<file path="src/pdlr_pkg.sv">
// Shared types and constants for the mono downmix linear resampler.
`default_nettype none
package pdlr_pkg;

    localparam logic [15:0] DEFAULT_RATE = 16'd44100;
    localparam int FRAC_SCALE = 1000;

    // Frame index width covers the largest permitted frame (2048 pairs).
    localparam int SRC_IDX_W = 11;
    // Output position whole part: frame index plus one rate quotient step.
    localparam int POS_W = SRC_IDX_W + 17;

    localparam int DIV_W = 32;
    localparam int CMD_DEPTH = 4;

    localparam int DEF_MAX_FRAME_SAMPLES = 1152;
    localparam int DEF_MAX_RATE_RATIO = 6;

    typedef struct packed {
        logic signed [15:0]   mono;
        logic signed [15:0]   prev_mono;
        logic [SRC_IDX_W-1:0] src_index;
        logic                 first;
        logic                 last;
        logic [15:0]          in_rate;
        logic [15:0]          out_rate;
    } cmd_t;

endpackage
`default_nettype wire

</file>
<file path="src/pdlr_front.sv">
// Front end: accepts sample pairs, downmixes and tags them for the back end.
`default_nettype none
module pdlr_front #(
    parameter int MAX_FRAME_SAMPLES = pdlr_pkg::DEF_MAX_FRAME_SAMPLES
) (
    input  wire logic                aclk,
    input  wire logic                aresetn,
    input  wire logic                s_valid,
    output logic                     s_ready,
    input  wire logic signed [15:0]  s_left_sample,
    input  wire logic signed [15:0]  s_right_sample,
    input  wire logic [1:0]          s_channel_count,
    input  wire logic [15:0]         s_input_rate,
    input  wire logic                s_frame_last,
    input  wire logic                cfg_wr_en,
    input  wire logic [15:0]         cfg_wr_data,
    output logic                     push,
    output pdlr_pkg::cmd_t           push_data,
    input  wire logic                full
);
    import pdlr_pkg::*;

    localparam logic [SRC_IDX_W-1:0] LAST_IDX = SRC_IDX_W'(MAX_FRAME_SAMPLES - 1);

    logic [SRC_IDX_W-1:0] src_idx_reg, src_idx_next;
    logic signed [15:0]   prev_mono_reg;
    logic [15:0]          out_rate_reg;

    logic signed [16:0]   pair_sum;
    logic signed [16:0]   pair_half;
    logic signed [15:0]   mono;
    logic                 last;

    assign s_ready = !full;
    assign push    = s_valid && !full;

    // Stereo average truncates toward zero: bias negative sums by one.
    assign pair_sum  = 17'(s_left_sample) + 17'(s_right_sample);
    assign pair_half = (pair_sum + {16'b0, pair_sum[16]}) >>> 1;
    assign mono      = s_channel_count[1] ? pair_half[15:0] : s_left_sample;

    assign last = s_frame_last || (src_idx_reg >= LAST_IDX);

    always_comb begin
        push_data.mono      = mono;
        push_data.prev_mono = prev_mono_reg;
        push_data.src_index = src_idx_reg;
        push_data.first     = (src_idx_reg == '0);
        push_data.last      = last;
        push_data.in_rate   = (s_input_rate == '0) ? DEFAULT_RATE : s_input_rate;
        push_data.out_rate  = (out_rate_reg == '0) ? 16'd1 : out_rate_reg;
        src_idx_next        = last ? '0 : src_idx_reg + 1'b1;
    end

    always_ff @(posedge aclk) begin
        if (!aresetn) begin
            src_idx_reg   <= '0;
            prev_mono_reg <= '0;
            out_rate_reg  <= DEFAULT_RATE;
        end else begin
            if (cfg_wr_en) begin
                out_rate_reg <= cfg_wr_data;
            end
            if (push) begin
                src_idx_reg   <= src_idx_next;
                prev_mono_reg <= mono;
            end
        end
    end

endmodule
`default_nettype wire

</file>
<file path="src/pdlr_cmd_queue.sv">
// Short command queue between the front and back ends.
`default_nettype none
module pdlr_cmd_queue (
    input  wire logic      aclk,
    input  wire logic      aresetn,
    input  wire logic      push,
    input  pdlr_pkg::cmd_t push_data,
    output logic           full,
    input  wire logic      pop,
    output pdlr_pkg::cmd_t head,
    output logic           empty
);
    import pdlr_pkg::*;

    localparam int PTR_W = $clog2(CMD_DEPTH);
    localparam int CNT_W = $clog2(CMD_DEPTH + 1);

    cmd_t             slots_reg [CMD_DEPTH];
    logic [PTR_W-1:0] wr_ptr_reg, rd_ptr_reg;
    logic [CNT_W-1:0] count_reg;

    assign full  = (count_reg == CNT_W'(CMD_DEPTH));
    assign empty = (count_reg == '0);
    assign head  = slots_reg[rd_ptr_reg];

    always_ff @(posedge aclk) begin
        if (push) begin
            slots_reg[wr_ptr_reg] <= push_data;
        end
    end

    always_ff @(posedge aclk) begin
        if (!aresetn) begin
            wr_ptr_reg <= '0;
            rd_ptr_reg <= '0;
            count_reg  <= '0;
        end else begin
            if (push) begin
                wr_ptr_reg <= wr_ptr_reg + 1'b1;
            end
            if (pop) begin
                rd_ptr_reg <= rd_ptr_reg + 1'b1;
            end
            if (push && !pop) begin
                count_reg <= count_reg + 1'b1;
            end else if (pop && !push) begin
                count_reg <= count_reg - 1'b1;
            end
        end
    end

endmodule
`default_nettype wire

</file>
<file path="src/pdlr_divider.sv">
// Radix-2 restoring divider, 32-bit dividend by 16-bit divisor.
`default_nettype none
module pdlr_divider (
    input  wire logic                       aclk,
    input  wire logic                       aresetn,
    input  wire logic                       start,
    input  wire logic [pdlr_pkg::DIV_W-1:0] dividend,
    input  wire logic [15:0]                divisor,
    output logic                            done,
    output logic [pdlr_pkg::DIV_W-1:0]      quotient,
    output logic [15:0]                     remainder
);
    import pdlr_pkg::*;

    localparam int CNT_W = $clog2(DIV_W);

    logic             busy_reg;
    logic             done_reg;
    logic [CNT_W-1:0] cnt_reg;
    logic [DIV_W-1:0] quo_reg;
    logic [15:0]      rem_reg;
    logic [15:0]      dsr_reg;

    logic [16:0]      trial;
    logic             fits;

    assign trial     = {rem_reg, quo_reg[DIV_W-1]};
    assign fits      = (trial >= {1'b0, dsr_reg});
    assign done      = done_reg;
    assign quotient  = quo_reg;
    assign remainder = rem_reg;

    always_ff @(posedge aclk) begin
        if (start) begin
            quo_reg <= dividend;
            rem_reg <= '0;
            dsr_reg <= divisor;
        end else if (busy_reg) begin
            quo_reg <= {quo_reg[DIV_W-2:0], fits};
            rem_reg <= fits ? 16'(trial - {1'b0, dsr_reg}) : trial[15:0];
        end
    end

    always_ff @(posedge aclk) begin
        if (!aresetn) begin
            busy_reg <= 1'b0;
            done_reg <= 1'b0;
            cnt_reg  <= '0;
        end else begin
            done_reg <= 1'b0;
            if (start) begin
                busy_reg <= 1'b1;
                cnt_reg  <= '0;
            end else if (busy_reg) begin
                cnt_reg <= cnt_reg + 1'b1;
                if (cnt_reg == CNT_W'(DIV_W - 1)) begin
                    busy_reg <= 1'b0;
                    done_reg <= 1'b1;
                end
            end
        end
    end

endmodule
`default_nettype wire

</file>
<file path="src/pdlr_back.sv">
// Back end: walks output positions, interpolates and delivers results.
`default_nettype none
module pdlr_back #(
    parameter int MAX_RATE_RATIO = pdlr_pkg::DEF_MAX_RATE_RATIO
) (
    input  wire logic         aclk,
    input  wire logic         aresetn,
    input  pdlr_pkg::cmd_t    head,
    input  wire logic         empty,
    output logic              pop,
    output logic              m_valid,
    input  wire logic         m_ready,
    output logic signed [15:0] m_mono_out,
    output logic              m_run_last,
    output logic              m_frame_done
);
    import pdlr_pkg::*;

    localparam int MAX_RESULTS = 2 * MAX_RATE_RATIO;
    localparam int N_W = $clog2(MAX_RESULTS + 1);

    localparam logic [3:0] S_IDLE   = 4'd0;
    localparam logic [3:0] S_RSTART = 4'd1;
    localparam logic [3:0] S_RWAIT  = 4'd2;
    localparam logic [3:0] S_EVAL   = 4'd3;
    localparam logic [3:0] S_MUL2   = 4'd4;
    localparam logic [3:0] S_ISTART = 4'd5;
    localparam logic [3:0] S_IWAIT  = 4'd6;
    localparam logic [3:0] S_GOT    = 4'd7;
    localparam logic [3:0] S_FLUSH  = 4'd8;

    logic [3:0]           state_reg;

    logic signed [15:0]   cur_mono_reg, prev_mono_reg;
    logic [SRC_IDX_W-1:0] k_reg;
    logic                 last_reg;
    logic [15:0]          in_rate_reg, o_reg;
    logic [15:0]          q_reg, m_reg;
    logic [POS_W-1:0]     w_reg;
    logic [15:0]          r_reg;
    logic [N_W-1:0]       n_reg;
    logic                 pend_valid_reg;
    logic signed [15:0]   pend_val_reg;
    logic signed [15:0]   v_reg;
    logic signed [32:0]   prod_reg;
    logic signed [33:0]   sum_reg;
    logic                 neg_reg;
    logic                 flush_end_reg;

    logic                 out_valid_reg;
    logic signed [15:0]   out_mono_reg;
    logic                 out_run_last_reg;
    logic                 out_frame_done_reg;

    // Divider hookup
    logic                 div_start;
    logic [DIV_W-1:0]     div_dividend;
    logic                 div_done;
    logic [DIV_W-1:0]     div_quotient;
    logic [15:0]          div_remainder;

    logic                 slot_free;
    logic                 w_lt_k, w_eq_k, frac_small;
    logic [25:0]          r_scaled;
    logic [15:0]          o_minus_r;
    logic signed [32:0]   prod_a_next;
    logic signed [32:0]   prod_b;
    logic signed [33:0]   sum_next;
    logic [33:0]          sum_mag;
    logic [16:0]          r_step;
    logic [POS_W-1:0]     w_adv;
    logic [15:0]          r_adv;
    logic [15:0]          quo_low;

    pdlr_divider u_divider (
        .aclk      (aclk),
        .aresetn   (aresetn),
        .start     (div_start),
        .dividend  (div_dividend),
        .divisor   (o_reg),
        .done      (div_done),
        .quotient  (div_quotient),
        .remainder (div_remainder)
    );

    assign slot_free = !out_valid_reg || m_ready;
    assign pop       = (state_reg == S_IDLE) && !empty;

    assign w_lt_k     = (w_reg < POS_W'(k_reg));
    assign w_eq_k     = (w_reg == POS_W'(k_reg));
    assign r_scaled   = 26'(r_reg) * 26'(FRAC_SCALE);
    assign frac_small = (r_scaled <= 26'(o_reg));

    assign o_minus_r   = o_reg - r_reg;
    assign prod_a_next = prev_mono_reg * $signed({1'b0, o_minus_r});
    assign prod_b      = cur_mono_reg * $signed({1'b0, r_reg});
    assign sum_next    = 34'(prod_reg) + 34'(prod_b);
    assign sum_mag     = sum_reg[33] ? 34'(-sum_reg) : 34'(sum_reg);

    assign div_start    = (state_reg == S_RSTART) || (state_reg == S_ISTART);
    assign div_dividend = (state_reg == S_RSTART) ? DIV_W'(in_rate_reg) : sum_mag[DIV_W-1:0];

    // Position step: whole part by the rate quotient, remainder with carry
    assign r_step = 17'(r_reg) + 17'(m_reg);
    always_comb begin
        if (r_step >= 17'(o_reg)) begin
            r_adv = 16'(r_step - 17'(o_reg));
            w_adv = w_reg + POS_W'(q_reg) + 1'b1;
        end else begin
            r_adv = r_step[15:0];
            w_adv = w_reg + POS_W'(q_reg);
        end
    end

    assign quo_low = div_quotient[15:0];

    assign m_valid      = out_valid_reg;
    assign m_mono_out   = out_mono_reg;
    assign m_run_last   = out_run_last_reg;
    assign m_frame_done = out_frame_done_reg;

    // Payload registers
    always_ff @(posedge aclk) begin
        case (state_reg)
            S_IDLE: begin
                if (!empty) begin
                    cur_mono_reg  <= head.mono;
                    prev_mono_reg <= head.prev_mono;
                    k_reg         <= head.src_index;
                    last_reg      <= head.last;
                    if (head.first) begin
                        in_rate_reg <= head.in_rate;
                        o_reg       <= head.out_rate;
                    end
                end
            end
            S_RWAIT: begin
                if (div_done) begin
                    q_reg <= quo_low;
                    m_reg <= div_remainder;
                end
            end
            S_EVAL: begin
                prod_reg <= prod_a_next;
                v_reg    <= cur_mono_reg;
            end
            S_MUL2: begin
                sum_reg <= sum_next;
            end
            S_ISTART: begin
                neg_reg <= sum_reg[33];
            end
            S_IWAIT: begin
                if (div_done) begin
                    v_reg <= neg_reg ? -$signed(quo_low) : $signed(quo_low);
                end
            end
            default: begin
            end
        endcase
        if (state_reg == S_GOT && n_reg < N_W'(MAX_RESULTS)
                && (slot_free || !pend_valid_reg)) begin
            pend_val_reg <= v_reg;
        end
    end

    always_ff @(posedge aclk) begin
        if (!aresetn) begin
            state_reg          <= S_IDLE;
            w_reg              <= '0;
            r_reg              <= '0;
            n_reg              <= '0;
            pend_valid_reg     <= 1'b0;
            flush_end_reg      <= 1'b0;
            out_valid_reg      <= 1'b0;
            out_mono_reg       <= '0;
            out_run_last_reg   <= 1'b0;
            out_frame_done_reg <= 1'b0;
        end else begin
            if (m_ready) begin
                out_valid_reg <= 1'b0;
            end
            case (state_reg)
                S_IDLE: begin
                    if (!empty) begin
                        n_reg     <= '0;
                        state_reg <= head.first ? S_RSTART : S_EVAL;
                    end
                end
                S_RSTART: begin
                    state_reg <= S_RWAIT;
                end
                S_RWAIT: begin
                    if (div_done) begin
                        state_reg <= S_EVAL;
                    end
                end
                S_EVAL: begin
                    if (w_lt_k) begin
                        state_reg <= S_MUL2;
                    end else if (w_eq_k && (frac_small || last_reg)) begin
                        state_reg <= S_GOT;
                    end else if (pend_valid_reg) begin
                        flush_end_reg <= 1'b1;
                        state_reg     <= S_FLUSH;
                    end else begin
                        if (last_reg) begin
                            w_reg <= '0;
                            r_reg <= '0;
                        end
                        state_reg <= S_IDLE;
                    end
                end
                S_MUL2: begin
                    state_reg <= S_ISTART;
                end
                S_ISTART: begin
                    state_reg <= S_IWAIT;
                end
                S_IWAIT: begin
                    if (div_done) begin
                        state_reg <= S_GOT;
                    end
                end
                S_GOT: begin
                    if (n_reg >= N_W'(MAX_RESULTS)) begin
                        // Result beyond the per-pair cap: dropped, position still moves
                        w_reg     <= w_adv;
                        r_reg     <= r_adv;
                        state_reg <= S_EVAL;
                    end else if (slot_free || !pend_valid_reg) begin
                        if (pend_valid_reg) begin
                            out_valid_reg      <= 1'b1;
                            out_mono_reg       <= pend_val_reg;
                            out_run_last_reg   <= 1'b0;
                            out_frame_done_reg <= 1'b0;
                        end
                        pend_valid_reg <= 1'b1;
                        n_reg          <= n_reg + 1'b1;
                        w_reg          <= w_adv;
                        r_reg          <= r_adv;
                        if (n_reg == N_W'(MAX_RESULTS - 1)) begin
                            flush_end_reg <= 1'b0;
                            state_reg     <= S_FLUSH;
                        end else begin
                            state_reg <= S_EVAL;
                        end
                    end
                end
                S_FLUSH: begin
                    if (slot_free) begin
                        out_valid_reg      <= 1'b1;
                        out_mono_reg       <= pend_val_reg;
                        out_run_last_reg   <= 1'b1;
                        out_frame_done_reg <= last_reg;
                        pend_valid_reg     <= 1'b0;
                        if (flush_end_reg) begin
                            if (last_reg) begin
                                w_reg <= '0;
                                r_reg <= '0;
                            end
                            state_reg <= S_IDLE;
                        end else begin
                            state_reg <= S_EVAL;
                        end
                    end
                end
                default: begin
                    state_reg <= S_IDLE;
                end
            endcase
        end
    end

endmodule
`default_nettype wire

</file>
<file path="src/pcm_downmix_linear_resampler.sv">
// Top level of the mono downmix linear-interpolation resampler.
// Usage:
//  - Input channel (s_*): one stereo or mono sample pair per transaction, with
//    the frame's channel count, input rate (0 = 44100 Hz) and a last-of-frame flag.
//  - Result channel (m_*): resampled mono samples; m_run_last marks the final
//    result of one input transaction, m_frame_done the final result of a frame.
//  - cfg_wr_en/cfg_wr_data set the output rate (reset 44100 Hz); it is taken
//    up at the start of the next frame. Write only while the block is idle.
// Timing:
//  - Input pairs pass through a four-entry command queue, so the front end
//    keeps taking transactions while the back end is busy.
//  - The back end walks output positions one at a time. A result that falls
//    on a sample needs no division; an interpolated one waits on the shared
//    radix-2 divider. The first pair of a frame adds the rate ratio division,
//    on the same divider.
//  - Each result is held back until the next is known, so m_run_last can be
//    set.
//  - At most 2*MAX_RATE_RATIO results per pair; further ones are dropped.
// Reset: synchronous, active low; clears the queue, the position and the
// output register. A stalled m_ready holds the output and then the back end;
// once the queue fills, s_ready drops.
`default_nettype none
module pcm_downmix_linear_resampler #(
    parameter int MAX_FRAME_SAMPLES = pdlr_pkg::DEF_MAX_FRAME_SAMPLES,
    parameter int MAX_RATE_RATIO    = pdlr_pkg::DEF_MAX_RATE_RATIO
) (
    input  wire logic                aclk,
    input  wire logic                aresetn,
    // input channel
    input  wire logic                s_valid,
    output logic                     s_ready,
    input  wire logic signed [15:0]  s_left_sample,
    input  wire logic signed [15:0]  s_right_sample,
    input  wire logic [1:0]          s_channel_count,
    input  wire logic [15:0]         s_input_rate,
    input  wire logic                s_frame_last,
    // result channel
    output logic                     m_valid,
    input  wire logic                m_ready,
    output logic signed [15:0]       m_mono_out,
    output logic                     m_run_last,
    output logic                     m_frame_done,
    // output rate register
    input  wire logic                cfg_wr_en,
    input  wire logic [15:0]         cfg_wr_data
);
    import pdlr_pkg::*;

    logic push, full, pop, empty;
    cmd_t push_data, head;

    // Front end: downmix, frame index, output rate register
    pdlr_front #(
        .MAX_FRAME_SAMPLES (MAX_FRAME_SAMPLES)
    ) u_front (
        .aclk            (aclk),
        .aresetn         (aresetn),
        .s_valid         (s_valid),
        .s_ready         (s_ready),
        .s_left_sample   (s_left_sample),
        .s_right_sample  (s_right_sample),
        .s_channel_count (s_channel_count),
        .s_input_rate    (s_input_rate),
        .s_frame_last    (s_frame_last),
        .cfg_wr_en       (cfg_wr_en),
        .cfg_wr_data     (cfg_wr_data),
        .push            (push),
        .push_data       (push_data),
        .full            (full)
    );

    // Decoupling queue
    pdlr_cmd_queue u_queue (
        .aclk      (aclk),
        .aresetn   (aresetn),
        .push      (push),
        .push_data (push_data),
        .full      (full),
        .pop       (pop),
        .head      (head),
        .empty     (empty)
    );

    // Back end: position walk, interpolation, result delivery
    pdlr_back #(
        .MAX_RATE_RATIO (MAX_RATE_RATIO)
    ) u_back (
        .aclk         (aclk),
        .aresetn      (aresetn),
        .head         (head),
        .empty        (empty),
        .pop          (pop),
        .m_valid      (m_valid),
        .m_ready      (m_ready),
        .m_mono_out   (m_mono_out),
        .m_run_last   (m_run_last),
        .m_frame_done (m_frame_done)
    );

endmodule
`default_nettype wire
</file>
<file path="config.mk">
export PLATFORM = sky130hd
export DESIGN_NAME = pcm_downmix_linear_resampler
export DESIGN_NICKNAME = d
export VERILOG_FILES = /design/src/pdlr_pkg.sv /design/src/pdlr_front.sv /design/src/pdlr_cmd_queue.sv /design/src/pdlr_divider.sv /design/src/pdlr_back.sv /design/src/pcm_downmix_linear_resampler.sv
export SDC_FILE = /design/constraint.sdc
export NUM_CORES = 2
export LEC_CHECK = 0
export ABC_CLOCK_PERIOD_IN_PS = 26400
export BUFFER_PORTS_ARGS = -buffer_cell sky130_fd_sc_hd__buf_2
export CAP_MARGIN = 25
export CORE_ASPECT_RATIO = 0.8
export CORE_MARGIN = 10
export CORE_UTILIZATION = 25
export DETAILED_ROUTE_END_ITERATION = 6
export PLACE_DENSITY = 0.48
export SYNTH_ARGS = -nofsm -noshare
export SYNTH_HDL_FRONTEND = slang
export SYNTH_SLANG_ARGS = --single-unit
</file>
<file path="constraint.sdc">
create_clock -name aclk -period 26.4 [get_ports aclk]
set_clock_uncertainty 0.05 [all_clocks]
set_input_delay 5.28 -clock aclk [delete_from_list [all_inputs] [get_ports aclk]]
set_output_delay 5.28 -clock aclk [all_outputs]
set_load 0.03 [all_outputs]
</file>
Word level (Yosys, flattened, before mapping) --
Memories as Yosys holds them, arrays and structs flattened. A register that Yosys moved wholly into a read port is not among the register bits. Index checks and enable logic that the tools add are counted.
Operators by class: add/subtract/negate cells 18, $mul 3, magnitude comparators 7, eq/ne operators 26, muxes and demuxes 88, bitwise operators 3, reduce and logical (&&, ||, !) cells 42
Operators by type and width (count):
- 2-to-1 mux 16 bit | 19
- 2-to-1 mux 28 bit | 9
- 2-to-1 mux 32 bit | 4
- case mux 28 bit (3 select lines) | 1
- multiplier 16 x 17 -> 33 bit | 2
- case mux 16 bit (2 select lines) | 2
- 2-to-1 mux 4 bit | 13
- case mux 16 bit (3 select lines) | 1
- subtractor 16 bit | 3
- case mux 4 bit (9 select lines) | 1
- adder 16 x 16 -> 17 bit | 2
- adder 33 x 33 -> 34 bit | 1
- greater-or-equal comparator 17 x 16 -> 1 bit | 2
- logical NOT 16 bit | 2
- negation 32 bit | 1
- adder 28 x 1 -> 28 bit (second input constant) | 1
- adder 28 x 16 -> 28 bit | 1
- equality test 28 x 11 -> 1 bit | 1
- < comparator 28 x 11 -> 1 bit | 1
- <= comparator 26 x 16 -> 1 bit | 1
- 2-to-1 mux 1 bit | 25
- multiplier 16 x 7 -> 23 bit (second input constant) | 1
- != test 2 bit (second input constant) | 9
- adder 17 x 1 -> 17 bit | 1
- other kinds (39) | 83
Storage, ports and cells: flip-flop bits (word level) 402, bits in writable memories 308, output and inout port bits 20, word-level logic and storage cells 223, memories kept 1
Memory list:
- u_queue.slots_reg | depth 4, bits a word 77, rd ports 1, clocked after memory_dff 1, write ports 1, line pdlr_cmd_queue.sv:18 | cmd_t slots_reg [CMD_DEPTH];

Longest topological paths before layout --
depth after elaboration 7, depth in mapped cells 37, gate-level depth less buffers 36

Modules after synthesis --
A second synthesis with hierarchy kept.
Unflattened totals: cell total of the unflattened synthesis 5204, area, all modules 55690.9 um^2
By module, submodules not included:
- pdlr_back | times used 1, cells each 3985, area each 36899.1 um^2, sequential area each 7677.4 um^2
- pdlr_cmd_queue | times used 1, cells each 446, area each 11579.9 um^2, sequential area each 9429.0 um^2
- pdlr_divider | times used 1, cells each 321, area each 3724.8 um^2, sequential area each 1901.8 um^2
- pdlr_front | times used 1, cells each 452, area each 3487.1 um^2, sequential area each 860.8 um^2

Worst setup path before layout --
OpenSTA, ideal clock, no wires.
path kind reg-to-reg, start register u_back.r_reg[1], end register u_back.prod_reg[31], data pin, library setup time 0.258 ns, arrival time 9.143 ns, required time 26.092 ns, setup slack 16.949 ns, cell stages (with the launch flop) 35, path buffers 2, period minus slack after synthesis 9.451 ns, path through dfxtp_1 > clkbuf_1 > inv_1 > fa_1 > a21o_1 > a21oi_1 > o21ai_0 > a21oi_1 > o21bai_1 > a211o_1 > a2111oi_0 > nor2_1 > xor2_1 > clkbuf_1 > nand2_1 > fa_1 > fa_1 > inv_1 > fa_1 > inv_1 > fa_1 > inv_1 > fa_1 > fa_1 > ha_1 > a21o_1 > a21o_1 > a21o_1 > a21o_1 > a21oi_1 > o21ai_0 > o41ai_1 > o311ai_0 > a21oi_1 > xnor2_1
On the way: word-level cells in the longest chain between the ends 2
RTL lines:
- start, declared | line pdlr_back.sv:40 | logic [15:0] r_reg;
- start signal, assigned | line pdlr_back.sv:229 | r_reg <= r_adv;
- start signal, assigned | line pdlr_back.sv:241 | r_reg <= r_adv;
- subtractor 16 bit | line pdlr_back.sv:94 | assign o_minus_r = o_reg - r_reg;
- multiplier 16 x 17 -> 33 bit | line pdlr_back.sv:95 | assign prod_a_next = prev_mono_reg * $signed({1'b0, o_minus_r});
- via u_back.prod_a_next[31] | line pdlr_back.sv:66 | logic signed [32:0] prod_a_next;
- end signal, assigned | line pdlr_back.sv:144 | prod_reg <= prod_a_next;
- end, declared | line pdlr_back.sv:45 | logic signed [32:0] prod_reg;
The timed path passes the listed nets, and every way through them passes these cells. A chain may end at the register's enable or synchronous reset.

Worst setup path in the final report --
start register u_back.o_reg[0], end register u_back.prod_reg[31], data pin
On the way: word-level cells in the longest chain between the ends 2
RTL lines:
- start, declared | line pdlr_back.sv:37 | logic [15:0] in_rate_reg, o_reg;
- start signal, assigned | line pdlr_back.sv:133 | o_reg <= head.out_rate;
- subtractor 16 bit | line pdlr_back.sv:94
- multiplier 16 x 17 -> 33 bit | line pdlr_back.sv:95
- via u_back.prod_a_next[31] | line pdlr_back.sv:66
The timed path passes the listed nets, and every way through them passes these cells.

==> impl_metrics.toml <==
[status]
status = "finished clean"

[placed_design]
gp_congestion = 0.848
place_area_um2 = 58800
numPortBuffers = 90
dpl.hpwl_um = 112000
dp_slack_ns = 15.96

[floorplanning]
rows = 153
fp.coreArea_um2 = 218000
dieArea_um2 = 239000
pin_count = 92
dieWidth_um = 544
fp.dieH_um = 439
initial_core_util_pct = 25.2

[synth]
netlist_area_um2 = 54900
netlist_instances = 5135
synth_most_common_cell = "inv_1"
synth_edf_count = 563
ys_seq_elements = 711
synthTopCellsByArea = "edfxtp_1, fa_1, ha_1, dfxtp_1, inv_1"
async_flop_share_pct = 0
syn_area_per_cell_um2 = 10.7
ys.flop_type = "edfxtp_1"
ys_warn_count = 0
syn-num-nets = 6118
ys_seq_area_share_pct = 36.2
synth_common_cells = "inv_1, edfxtp_1, nand2_1, fa_1, ha_1"
synth_top_area_share_pct = 30.8
yosys.area.top_type = "edfxtp_1"
synth.distinct_cells = 92

[final_layout]
largest_register_ffs = 308
fill_cells = 22800
nNetsFinal = 6144
area_delta_synth_final_pct = 11.9
drive_gt1_share_pct = 8.75
final_cell_area_um2 = 61400

[global_route]
grt_use_total_pct = 12.0
gr-usage-met2_pct = 18.2
antenna_found_initial = 9
grtUsageMet3_pct = 2.13
top_usage_layer = "met2"
overflow = 0
grt_start_max_net_pins = 64
grt_pass1_vias = 38000
grt_pass1_wl_um = 227000
met1_usage_pct = 17.8

[critical_path]
crit_path_start_kind = "flop"
r2r_cells = 35
crit_top_cell = "fa_1"
cp_max_fo = 16
worstPathRequired_ns = 26.79
worstPathArrival_ns = 10.86
worstSetupPathType = "reg2reg"
cp_slowest_cell = "a2111oi_0"
end_kind = "flop"
slowest_delay_ns = 0.79

[route]
finalWirelength_um = 145000
drcViolationCount = 0
viasPerCell = 4.62
wl_per_cell_um = 17.9
dr.pass1.iters = 5
drt_iter0_drc = 2511
ant_nets = 0
vias = 37400

[timing]
tightest_slew_ns = 1.06
setup_ws_ns = 15.93
min_period_over_period_pct = 39.7
min_period_ns = 10.47
slew_headroom_pct = 28.3
rsz0062_at_grt = "no"
setup_tns_ns = 0
setup_violations = 0
hold_viol = 0
slew_violations = 0
fmax_mhz = 95.5

[clock_network]
numClockSinks = 711
cts.reportedPaths.clkPinSlew_ns = 0.06
cts.root.buffer_cell = "clkbuf_16"
cts_tree = "yes"
ctsHoldBuffers = 0
cts_buffers = 77
htreeDepth = 3
cts_resized = 0
cts_setup_buffers = 0
clockBufferDepth = 3
clk_latency_ns = 0.69

[worst_hold_path]
holdCritPathClass = "reg2reg"
holdPathStages = 0

[run]
cap_violations = 0
## final cells by class
| class | instances | area (um^2) | area share [%] |
|---|---|---|---|
| clock buffer | 100 | 2080 | 3.39 |
| inverter | 717 | 2690 | 4.38 |
| antenna | 3 | 7.51 | 0.0122 |
| clock inverter | 43 | 502 | 0.817 |
| tap | 2867 | 3590 | 5.84 |
| sequential | 711 | 19900 | 32.3 |
| timing repair buffer | 182 | 1170 | 1.90 |
| multi-input combinational | 3472 | 31500 | 51.3 |
## worst paths after layout
| check | from | endpoint | slack [ns] |
|---|---|---|---|
| hold / removal | u_back.v_reg[9]$_DFFE_PP_ | u_back.pend_val_reg[9]$_DFFE_PP_ | 0.37 |
| hold reg to reg | u_back.v_reg[9]$_DFFE_PP_ | u_back.pend_val_reg[9]$_DFFE_PP_ | 0.37 |
| setup / recovery | u_back.o_reg[0]$_DFFE_PP_ | u_back.prod_reg[31]$_DFFE_PP_ | 15.93 |
| setup reg to reg | u_back.o_reg[0]$_DFFE_PP_ | u_back.prod_reg[31]$_DFFE_PP_ | 15.93 |
## cell families (layout without fill, tap and decap cells)
kind of cell | Yosys count | in the layout | share of synthesized area, %
fa+ha+maj | 911 | 911 | 27.3
compound gates | 771 | 771 | 9.12
simple gates | 1428 | 1428 | 12.9
mux | 135 | 135 | 4.24
flops | 711 | 711 | 36.2
xor+xnor | 227 | 227 | 3.62
other cells | 0 | 3 | 0
buf+inv | 952 | 1042 | 6.53
## placed cells by master, fill, tap and decap left out, types with 135 or more instances in the layout
cell,netlist,final
a21oi_1,222,221
and2_1,199,199
dfxtp_1,148,146
edfxtp_1,563,563
fa_1,481,481
ha_1,430,430
inv_1,717,714
nand2_1,518,518
nor2_1,234,230
o21ai_0,162,161
xnor2_1,135,135
## stage by stage
step	util, %	cells	hold WS (ns)
after CTS	28.2	8089	0.359
after detailed placement	27.0	7946	0.355
final	28.2	8095	0.369
after global routing	28.2	8093	0.373
after floorplan	-	5135	0.350
after global placement	27.0	7944	0.359
## critical path, delay by kind of cell (launching register included)
kind	cells	cell delay, ns
and+or+nand+nor	2	0.25
AOI/OAI and AO/OA	16	4.39
buffers and inverters	6	0.63
xor gates and xnor gates	2	0.33
adders and majority gates	9	3.98
DFF	1	0.59
## metal layers
metal	routed length [um]	vias to the layer above
li1	-	17600
met1	71500	18800
met2	62400	828
met3	7740	165
met4	3350	2
met5	13	-
Power is not shown: default switching activity piles up to over one toggle a cycle in this logic, so the estimate is an artifact.
